==> config.mk <==
export PLATFORM = sky130hd
export DESIGN_NAME = spi_relay_frame_crc_handler
export DESIGN_NICKNAME = d
export VERILOG_FILES = /design/src/hw/rtl/srfch_pkg.sv /design/src/hw/rtl/srfch_front.sv /design/src/hw/rtl/srfch_frame_queue.sv /design/src/hw/rtl/srfch_back.sv /design/src/hw/rtl/spi_relay_frame_crc_handler.sv
export SDC_FILE = /design/constraint.sdc
export NUM_CORES = 1
export LEC_CHECK = 0
export CAP_MARGIN = 25
export CORE_MARGIN = 3
export CORE_UTILIZATION = 45
export DETAILED_ROUTE_END_ITERATION = 6
export DONT_BUFFER_PORTS = 1
export GPL_ROUTABILITY_DRIVEN = 0
export GPL_TIMING_DRIVEN = 1
export PLACE_DENSITY = 0.64
export SYNTH_ARGS = -nofsm -noshare
export SYNTH_HDL_FRONTEND = slang
export SYNTH_SLANG_ARGS = --single-unit
==> constraint.sdc <==
create_clock -name clock -period 3.86 [get_ports clock]
set_clock_uncertainty 0.1 [all_clocks]
set_input_delay 0.579 -clock clock [delete_from_list [all_inputs] [get_ports clock]]
set_output_delay 0.579 -clock clock [all_outputs]
set_load 0.03 [all_outputs]
==> src/hw/rtl/srfch_pkg.sv <==
// Shared types, constants and the CRC-16/MODBUS byte step for the SPI relay frame handler.
`timescale 1ns / 1ps

package srfch_pkg;

   localparam logic [15:0] CRC_INIT = 16'hFFFF;
   localparam logic [15:0] CRC_POLY = 16'hA001;

   localparam int CSR_INDEX_W = 8;
   localparam logic [CSR_INDEX_W-1:0] CSR_MATCH_FIRST  = 8'd0;
   localparam logic [CSR_INDEX_W-1:0] CSR_MATCH_SECOND = 8'd1;

   localparam int RELAY_OUT_W = 5;

   // Per-frame summary handed from front to back
   typedef struct packed {
      logic [15:0]            crc;
      logic                   crc_ok;
      logic [RELAY_OUT_W-1:0] relay;
   } frame_desc_type;

   // One byte of reflected CRC-16 (poly 0xA001), eight shift steps
   function automatic logic [15:0] crc_byte(input logic [15:0] crc, input logic [7:0] data);
      logic [15:0] c;
      c = crc ^ {8'h00, data};
      for (int k = 0; k < 8; k++) begin
         if (c[0]) begin
            c = (c >> 1) ^ CRC_POLY;
         end else begin
            c = c >> 1;
         end
      end
      return c;
   endfunction

endpackage

==> src/hw/rtl/srfch_front.sv <==
// Front end: accepts received bytes, tracks frame position, runs the CRC and builds frame summaries.
`timescale 1ns / 1ps

module srfch_front
   import srfch_pkg::*;
#(
   parameter int FRAME_BYTES = 8,
   parameter int RELAY_COUNT = 5,
   parameter int POS_W       = 3,
   parameter int PADDR_W     = 3
) (
   input  logic               clock,
   input  logic               reset,
   input  logic               req_push,
   input  logic [7:0]         req_rx_byte,
   input  logic               full,
   input  logic [7:0]         match_first,
   input  logic [7:0]         match_second,
   output logic               wr_en,
   output logic [PADDR_W-1:0] wr_addr,
   output logic [7:0]         wr_data,
   output logic               push_desc,
   output frame_desc_type     desc
);

   localparam int PAYLOAD_BYTES = FRAME_BYTES - 2;
   localparam logic [POS_W-1:0] POS_LAST_PAY = POS_W'(PAYLOAD_BYTES - 1);
   localparam logic [POS_W-1:0] POS_CRC_HI   = POS_W'(PAYLOAD_BYTES);
   localparam logic [POS_W-1:0] POS_LAST     = POS_W'(FRAME_BYTES - 1);
   localparam logic [POS_W-1:0] POS_FIRST    = '0;
   localparam logic [POS_W-1:0] POS_SECOND   = POS_W'(1);

   logic                   accept;
   logic [POS_W-1:0]       pos_ff, pos_in;
   logic [15:0]            crc_ff, crc_in;
   logic [7:0]             byte0_ff, byte0_in;
   logic [7:0]             byte1_ff, byte1_in;
   logic [7:0]             rx_hi_ff, rx_hi_in;
   logic [RELAY_COUNT-1:0] relay_src_ff, relay_src_in;
   logic [RELAY_COUNT-1:0] relay_ff, relay_in;
   logic                   is_payload;
   logic                   is_last;
   logic                   match;
   logic [RELAY_COUNT+RELAY_OUT_W-1:0] relay_wide;

   assign accept     = req_push & ~full;
   assign is_payload = (pos_ff < POS_CRC_HI);
   assign is_last    = (pos_ff == POS_LAST);
   assign match      = (byte0_ff == match_first) && (byte1_ff == match_second);

   // Write payload bytes into the open bank
   assign wr_en   = accept & is_payload;
   assign wr_addr = pos_ff[PADDR_W-1:0];
   assign wr_data = req_rx_byte;

   // Advance position, CRC and captured bytes
   always_comb begin
      pos_in       = pos_ff;
      crc_in       = crc_ff;
      byte0_in     = byte0_ff;
      byte1_in     = byte1_ff;
      rx_hi_in     = rx_hi_ff;
      relay_src_in = relay_src_ff;
      relay_in     = relay_ff;
      if (accept) begin
         if (pos_ff == POS_FIRST) begin
            byte0_in = req_rx_byte;
         end
         if (pos_ff == POS_SECOND) begin
            byte1_in = req_rx_byte;
         end
         if (pos_ff == POS_LAST_PAY) begin
            relay_src_in = req_rx_byte[RELAY_COUNT-1:0];
         end
         if (pos_ff == POS_CRC_HI) begin
            rx_hi_in = req_rx_byte;
         end
         if (is_payload) begin
            crc_in = crc_byte(crc_ff, req_rx_byte);
         end
         if (is_last) begin
            pos_in = '0;
            crc_in = CRC_INIT;
            if (match) begin
               relay_in = relay_src_ff;
            end
         end else begin
            pos_in = pos_ff + POS_W'(1);
         end
      end
   end

   // Close the frame on its last byte
   assign relay_wide     = {{RELAY_OUT_W{1'b0}}, relay_in};
   assign push_desc      = accept & is_last;
   assign desc.crc       = crc_ff;
   assign desc.crc_ok    = ({rx_hi_ff, req_rx_byte} == crc_ff);
   assign desc.relay     = relay_wide[RELAY_OUT_W-1:0];

   always_ff @(posedge clock) begin
      if (reset) begin
         pos_ff   <= '0;
         crc_ff   <= CRC_INIT;
         rx_hi_ff <= '0;
         relay_ff <= '0;
      end else begin
         pos_ff   <= pos_in;
         crc_ff   <= crc_in;
         rx_hi_ff <= rx_hi_in;
         relay_ff <= relay_in;
      end
   end

   always_ff @(posedge clock) begin
      byte0_ff     <= byte0_in;
      byte1_ff     <= byte1_in;
      relay_src_ff <= relay_src_in;
   end

endmodule

==> src/hw/rtl/srfch_frame_queue.sv <==
// Two-frame queue: ping-pong payload banks and frame summaries between front and back.
`timescale 1ns / 1ps

module srfch_frame_queue
   import srfch_pkg::*;
#(
   parameter int PAYLOAD_BYTES = 6,
   parameter int PADDR_W       = 3
) (
   input  logic               clock,
   input  logic               reset,
   input  logic               wr_en,
   input  logic [PADDR_W-1:0] wr_addr,
   input  logic [7:0]         wr_data,
   input  logic               push_desc,
   input  frame_desc_type     desc_in,
   input  logic               pop_desc,
   input  logic [PADDR_W-1:0] rd_addr,
   output logic [7:0]         rd_data,
   output frame_desc_type     desc_out,
   output logic               avail,
   output logic               full
);

   logic [7:0]     bank_ff [2][PAYLOAD_BYTES];
   frame_desc_type desc_ff [2];
   logic           wr_sel_ff, wr_sel_in;
   logic           rd_sel_ff, rd_sel_in;
   logic [1:0]     count_ff, count_in;

   assign full     = (count_ff == 2'd2);
   assign avail    = (count_ff != 2'd0);
   assign rd_data  = bank_ff[rd_sel_ff][rd_addr];
   assign desc_out = desc_ff[rd_sel_ff];

   // Store payload bytes and frame summaries
   always_ff @(posedge clock) begin
      if (wr_en) begin
         bank_ff[wr_sel_ff][wr_addr] <= wr_data;
      end
      if (push_desc) begin
         desc_ff[wr_sel_ff] <= desc_in;
      end
   end

   // Track bank ownership and occupancy
   always_comb begin
      wr_sel_in = wr_sel_ff ^ push_desc;
      rd_sel_in = rd_sel_ff ^ pop_desc;
      count_in  = count_ff + {1'b0, push_desc} - {1'b0, pop_desc};
   end

   always_ff @(posedge clock) begin
      if (reset) begin
         wr_sel_ff <= 1'b0;
         rd_sel_ff <= 1'b0;
         count_ff  <= '0;
      end else begin
         wr_sel_ff <= wr_sel_in;
         rd_sel_ff <= rd_sel_in;
         count_ff  <= count_in;
      end
   end

endmodule

==> src/hw/rtl/srfch_back.sv <==
// Back end: walks a queued frame and presents its response bytes on the result queue.
`timescale 1ns / 1ps

module srfch_back
   import srfch_pkg::*;
#(
   parameter int FRAME_BYTES = 8,
   parameter int POS_W       = 3,
   parameter int PADDR_W     = 3
) (
   input  logic                   clock,
   input  logic                   reset,
   input  logic                   avail,
   input  frame_desc_type         desc,
   input  logic [7:0]             rd_data,
   output logic [PADDR_W-1:0]     rd_addr,
   output logic                   pop_desc,
   input  logic                   rsp_pop,
   output logic                   rsp_empty,
   output logic [7:0]             rsp_tx_byte,
   output logic                   rsp_last_of_frame,
   output logic                   rsp_crc_ok,
   output logic [RELAY_OUT_W-1:0] rsp_relay_outputs
);

   localparam int PAYLOAD_BYTES = FRAME_BYTES - 2;
   localparam logic [POS_W-1:0] IDX_CRC_HI = POS_W'(PAYLOAD_BYTES);
   localparam logic [POS_W-1:0] IDX_LAST   = POS_W'(FRAME_BYTES - 1);

   logic [POS_W-1:0] idx_ff, idx_in;
   logic             transfer;
   logic             in_payload;

   assign in_payload = (idx_ff < IDX_CRC_HI);
   assign rd_addr    = in_payload ? idx_ff[PADDR_W-1:0] : '0;

   // Select the response byte for the current index
   always_comb begin
      if (in_payload) begin
         rsp_tx_byte = rd_data;
      end else if (idx_ff == IDX_CRC_HI) begin
         rsp_tx_byte = desc.crc[15:8];
      end else begin
         rsp_tx_byte = desc.crc[7:0];
      end
   end

   assign rsp_empty         = ~avail;
   assign rsp_last_of_frame = (idx_ff == IDX_LAST);
   assign rsp_crc_ok        = desc.crc_ok;
   assign rsp_relay_outputs = desc.relay;

   // Advance on each transfer, release the frame after its last byte
   assign transfer = rsp_pop & avail;
   assign pop_desc = transfer & rsp_last_of_frame;

   always_comb begin
      idx_in = idx_ff;
      if (transfer) begin
         idx_in = rsp_last_of_frame ? '0 : idx_ff + POS_W'(1);
      end
   end

   always_ff @(posedge clock) begin
      if (reset) begin
         idx_ff <= '0;
      end else begin
         idx_ff <= idx_in;
      end
   end

endmodule

==> src/hw/rtl/spi_relay_frame_crc_handler.sv <==
// Top level of the SPI relay frame handler with CRC-16/MODBUS check.
// Throughput: one received byte and one response byte per cycle unless req_full or rsp_empty.
// The summary of a frame is registered on its last byte; its response waits for earlier frames.
// The two-frame payload queue sets the slack: the next frame is taken in while one drains.
// Reset (synchronous): relays off, CRC at 0xFFFF, position zero, queue empty, match regs at 1.
`timescale 1ns / 1ps

module spi_relay_frame_crc_handler
   import srfch_pkg::*;
#(
   parameter int FRAME_BYTES = 8,
   parameter int RELAY_COUNT = 5
) (
   input  logic                   clock,
   input  logic                   reset,
   input  logic                   req_push,
   output logic                   req_full,
   input  logic [7:0]             req_rx_byte,
   output logic                   rsp_empty,
   input  logic                   rsp_pop,
   output logic [7:0]             rsp_tx_byte,
   output logic                   rsp_last_of_frame,
   output logic                   rsp_crc_ok,
   output logic [RELAY_OUT_W-1:0] rsp_relay_outputs,
   input  logic                   csr_valid,
   output logic                   csr_ready,
   input  logic [CSR_INDEX_W-1:0] csr_index,
   input  logic [7:0]             csr_data
);

   localparam int PAYLOAD_BYTES = FRAME_BYTES - 2;
   localparam int POS_W         = $clog2(FRAME_BYTES);
   localparam int PADDR_W       = (PAYLOAD_BYTES > 1) ? $clog2(PAYLOAD_BYTES) : 1;

   logic [7:0]         match_first_ff, match_first_in;
   logic [7:0]         match_second_ff, match_second_in;
   logic               wr_en;
   logic [PADDR_W-1:0] wr_addr;
   logic [7:0]         wr_data;
   logic               push_desc;
   frame_desc_type     desc_wr;
   frame_desc_type     desc_rd;
   logic               pop_desc;
   logic [PADDR_W-1:0] rd_addr;
   logic [7:0]         rd_data;
   logic               avail;
   logic               full;

   // Configuration registers
   assign csr_ready = 1'b1;

   always_comb begin
      match_first_in  = match_first_ff;
      match_second_in = match_second_ff;
      if (csr_valid) begin
         if (csr_index == CSR_MATCH_FIRST) begin
            match_first_in = csr_data;
         end
         if (csr_index == CSR_MATCH_SECOND) begin
            match_second_in = csr_data;
         end
      end
   end

   always_ff @(posedge clock) begin
      if (reset) begin
         match_first_ff  <= 8'd1;
         match_second_ff <= 8'd1;
      end else begin
         match_first_ff  <= match_first_in;
         match_second_ff <= match_second_in;
      end
   end

   assign req_full = full;

   srfch_front #(
      .FRAME_BYTES (FRAME_BYTES),
      .RELAY_COUNT (RELAY_COUNT),
      .POS_W       (POS_W),
      .PADDR_W     (PADDR_W)
   ) u_front (
      .clock        (clock),
      .reset        (reset),
      .req_push     (req_push),
      .req_rx_byte  (req_rx_byte),
      .full         (full),
      .match_first  (match_first_ff),
      .match_second (match_second_ff),
      .wr_en        (wr_en),
      .wr_addr      (wr_addr),
      .wr_data      (wr_data),
      .push_desc    (push_desc),
      .desc         (desc_wr)
   );

   srfch_frame_queue #(
      .PAYLOAD_BYTES (PAYLOAD_BYTES),
      .PADDR_W       (PADDR_W)
   ) u_queue (
      .clock     (clock),
      .reset     (reset),
      .wr_en     (wr_en),
      .wr_addr   (wr_addr),
      .wr_data   (wr_data),
      .push_desc (push_desc),
      .desc_in   (desc_wr),
      .pop_desc  (pop_desc),
      .rd_addr   (rd_addr),
      .rd_data   (rd_data),
      .desc_out  (desc_rd),
      .avail     (avail),
      .full      (full)
   );

   srfch_back #(
      .FRAME_BYTES (FRAME_BYTES),
      .POS_W       (POS_W),
      .PADDR_W     (PADDR_W)
   ) u_back (
      .clock             (clock),
      .reset             (reset),
      .avail             (avail),
      .desc              (desc_rd),
      .rd_data           (rd_data),
      .rd_addr           (rd_addr),
      .pop_desc          (pop_desc),
      .rsp_pop           (rsp_pop),
      .rsp_empty         (rsp_empty),
      .rsp_tx_byte       (rsp_tx_byte),
      .rsp_last_of_frame (rsp_last_of_frame),
      .rsp_crc_ok        (rsp_crc_ok),
      .rsp_relay_outputs (rsp_relay_outputs)
   );

   // A full queue always has a frame to drain
   assert property (@(posedge clock) disable iff (reset) req_full |-> !rsp_empty)
      else $error("queue full with no frame to drain");

   // A frame stays presented until its last byte transfers
   assert property (@(posedge clock) disable iff (reset)
      (rsp_pop && !rsp_empty && !rsp_last_of_frame) |=> !rsp_empty)
      else $error("frame vanished before its last byte");

   // Frame status holds across the bytes of one frame
   assert property (@(posedge clock) disable iff (reset)
      (rsp_pop && !rsp_empty && !rsp_last_of_frame) |=>
         ($stable(rsp_crc_ok) && $stable(rsp_relay_outputs)))
      else $error("frame status changed mid-frame");

endmodule

==> flow_summary.ini <==
[floorplanning]
row_count = 50
dieHeight_um = 146
die-area_um2 = 21200
initial_core_util = 0.464
die_w_um = 146
io_pins = 47
coreArea_um2 = 18900

[min_path]
hold_path.class = input port to flip-flop

[yosys]
ys_seq_area_frac = 0.677
synth_xor_area_frac = 0.0500
synth_compound_area_frac = 0.0430
synth.net_count = 613
synth_warnings = 0
synth_cells = 569
synth_area_leaders = edfxtp_1 (55%), dfxtp_1 (13%), mux4_2 (6.9%), mux2i_1 (2.9%), xnor2_1 (2.5%)
synth_mux_area_frac = 0.120
yosys_most_used_dff = edfxtp_1
avgSynthCellArea_um2 = 15.4
synth_top_area_frac = 0.551
synth_cell_type_count = 43
synth_edf_count = 161
netlist_area_um2 = 8770
synthAdderAreaFrac = 0.0214
synthArstFlopShare = 0
synth.ff_latch_count = 216
synth_top_cell_by_area = edfxtp_1
synth-simple-area-share = 0.0708
synth_top_family_by_area = multiplexers

[clock_tree]
numClockSinks = 216
cts-root-buf = clkbuf_16
tritoncts = built
cts_max_path_buffers = 3
cts-resized-gates = 0
htreeDepth = 1
postCtsSetupBuffers = 0
cts-buffers-inserted = 23
cts.clk_slew.worst_paths_ns = 0.06
cts_hold_buffers = 0
clk_latency_ns = 0.51

[sta]
period_needed_ns = 3.46
final-setup-viol-count = 0
max_freq_ghz = 0.289
slew_headroom = 0.361
tightest_slew_ns = 0.954
post-route-period-util = 0.897
finalHoldViolCount = 0
tns_ns = 0
rsz0062_at_grt = no
maxSlewViolCount = 0

[cells_and_area]
drive_gt1_frac = 0.187
nNetsFinal = 632
multiInputGateArea_um2 = 2680
syn2layout_area_growth_pct = 12.8
antennaDiodeCount = 0
n_fill_cell = 1583
seq_area_um2 = 5940

[global_routing]
grt_pass1_wl_um = 28800
use_met3 = 0.0371
antenna_found_initial = 0
grtUsageTotal = 0.174
grt_max_degree = 58
busiest_layer = met2
grt_util_met1 = 0.260
grt_pass1_vias = 4844
grt-ovfl-total = 0
grt_use_met2 = 0.268

[worst_setup_path]
path_max_fanout = 16
critPathArrivalTime_ns = 2.78
critical_path_class = flip-flop to primary output
worstPathRequired_ns = 3.18
cp-end-kind = primary output
cp-start-kind = flip-flop

[pwr]
power.internal_mw = 4.03
ir_drop_uv = 301
power_mw = 5.13
power_density_nw_per_um2 = 518
clkPwrFrac = 0.428
share_comb_of_total_power = 0.059
switching_share = 0.215
power_frac_seq = 0.513
switchingPower_mw = 1.10
leakage_nw = 3.42

[detailed_routing]
vias_per_cell = 5.42
vias = 4688
wl_per_cell_um = 20.9
detail_route.first_pass.iterations = 4
antenna_left = 0
drc_errors = 0
finalWirelength_um = 18100
drt_iter0_drc = 390

[placed_design]
io_buffers = 0
hpwl_um = 11900

[job]
cap_violations = 0

[outcome]
status = finished, final reports clean
## path summary, 6_finish.rpt
path,startpoint,slack (ns),end,cells past startpoint
worst max-delay path,u_back.idx_ff[0],0.40,rsp_tx_byte[1],9
worst min register to register,match_second_ff[0],0.40,match_second_ff[0],1
worst min-delay path,reset,0.04,match_first_ff[5],1
worst max register to register,u_front.wr_addr[1],0.94,u_queue.desc_ff[0][0],6
## sequential cells by signal, indices dropped and copies added, names as in the netlist
signal                cells
u_front.crc_ff           16
u_queue.desc_ff          44
u_front.relay_ff          5
u_front.byte1_ff          8
match_second_ff           8
u_front.relay_src_ff      5
u_queue.wr_sel_ff         1
u_queue.bank_ff          96
u_queue.count_ff          2
u_back.idx_ff             3
u_front.byte0_ff          8
u_front.rx_hi_ff          8
u_front.wr_addr           3
match_first_ff            8
u_queue.rd_sel_ff         1
## synth_stat cells (5+ instances only)
library cell,count
a21oi_1,6
buf_2,7
clkbuf_1,13
dfxtp_1,55
edfxtp_1,161
ha_1,15
inv_1,7
mux2_2,17
mux2i_1,25
mux4_2,27
nand2_1,21
nand2b_1,8
nand4_1,6
nor2_1,58
nor2b_1,10
nor3_1,14
o211ai_1,5
o21ai_0,17
o21bai_1,8
o221ai_1,7
o22ai_1,7
xnor2_1,25
xor2_1,13
## critical path: stages, from the launching register on
cell and delay (ns):
dfxtp_1 0.31, buf_4 0.25, inv_2 0.18, ha_1 0.23
nand2_1 0.31, mux4_2 0.37, mux2_2 0.27, nand2_1 0.06
o21ai_0 0.10, buf_4 0.19
## stage by stage
stage / setup slack, ns / hold slack [ns] / instance area, um2 / instances / utilization
detailed placement: 0.892 / 0.382 / 9120 / 823 / 0.483
global placement: 0.910 / 0.372 / 9120 / 823 / 0.483
global route: 0.228 / 0.0223 / 9890 / 865 / 0.523
floorplan: 1.09 / 0.357 / 8770 / 569 / -
finish: 0.398 / 0.0422 / 9890 / 865 / 0.523
CTS: 0.338 / 0.0247 / 9890 / 865 / 0.523
## area by class of cell
cell class,instances,area share
inverters,9,0.00342
well taps,260,0.0329
clock inverters,12,0.0128
repair buffers,19,0.0144
clock buffers,30,0.0649
multi-input cells,319,0.271
flip-flops and latches,216,0.600
## placed cells by master, fill, tap and decap left out, types with 5 or more instances in the layout
master / netlist / layout
xnor2_1: 25 / 25
buf_4: 1 / 19
xor2_1: 13 / 13
edfxtp_1: 161 / 161
ha_1: 15 / 15
nand2b_1: 8 / 8
o21ai_0: 17 / 17
a21oi_1: 6 / 6
clkbuf_16: 0 / 23
nor2b_1: 10 / 10
nand2_1: 21 / 21
dfxtp_1: 55 / 54
mux4_2: 27 / 27
o211ai_1: 5 / 5
mux2i_1: 25 / 25
nand4_1: 6 / 6
inv_1: 7 / 7
o22ai_1: 7 / 7
o21bai_1: 8 / 8
o221ai_1: 7 / 7
mux2_2: 17 / 17
nor2_1: 58 / 58
nor3_1: 14 / 13
## power by group through the flow
stage	Combinational (mW)	Sequential (mW)	Clock [mW]
6_report	0.304	2.63	2.19
4_1_cts	0.305	2.63	2.23
3_3_place_gp	0.299	2.67	0
2_1_floorplan	0.259	2.65	0
5_1_grt	0.333	2.63	2.34
3_5_place_dp	0.302	2.68	0
## metal layers
layer | up-vias | share of wire
li1 | 2187 | -
met1 | 2350 | 0.46
met2 | 133 | 0.46
met3 | 18 | 0.069
met4 | 0 | 0.0099
met5 | - | 0
## logic make-up after synthesis
kind of cell | after synthesis
buffers and inverters | 34
other | 1
DFF | 216
and+or+nand+nor | 133
xor gates and xnor gates | 44
adders and majority gates | 15
AOI/OAI and AO/OA | 57
muxes | 69
Note: power is estimated with default switching activity, not from simulation.
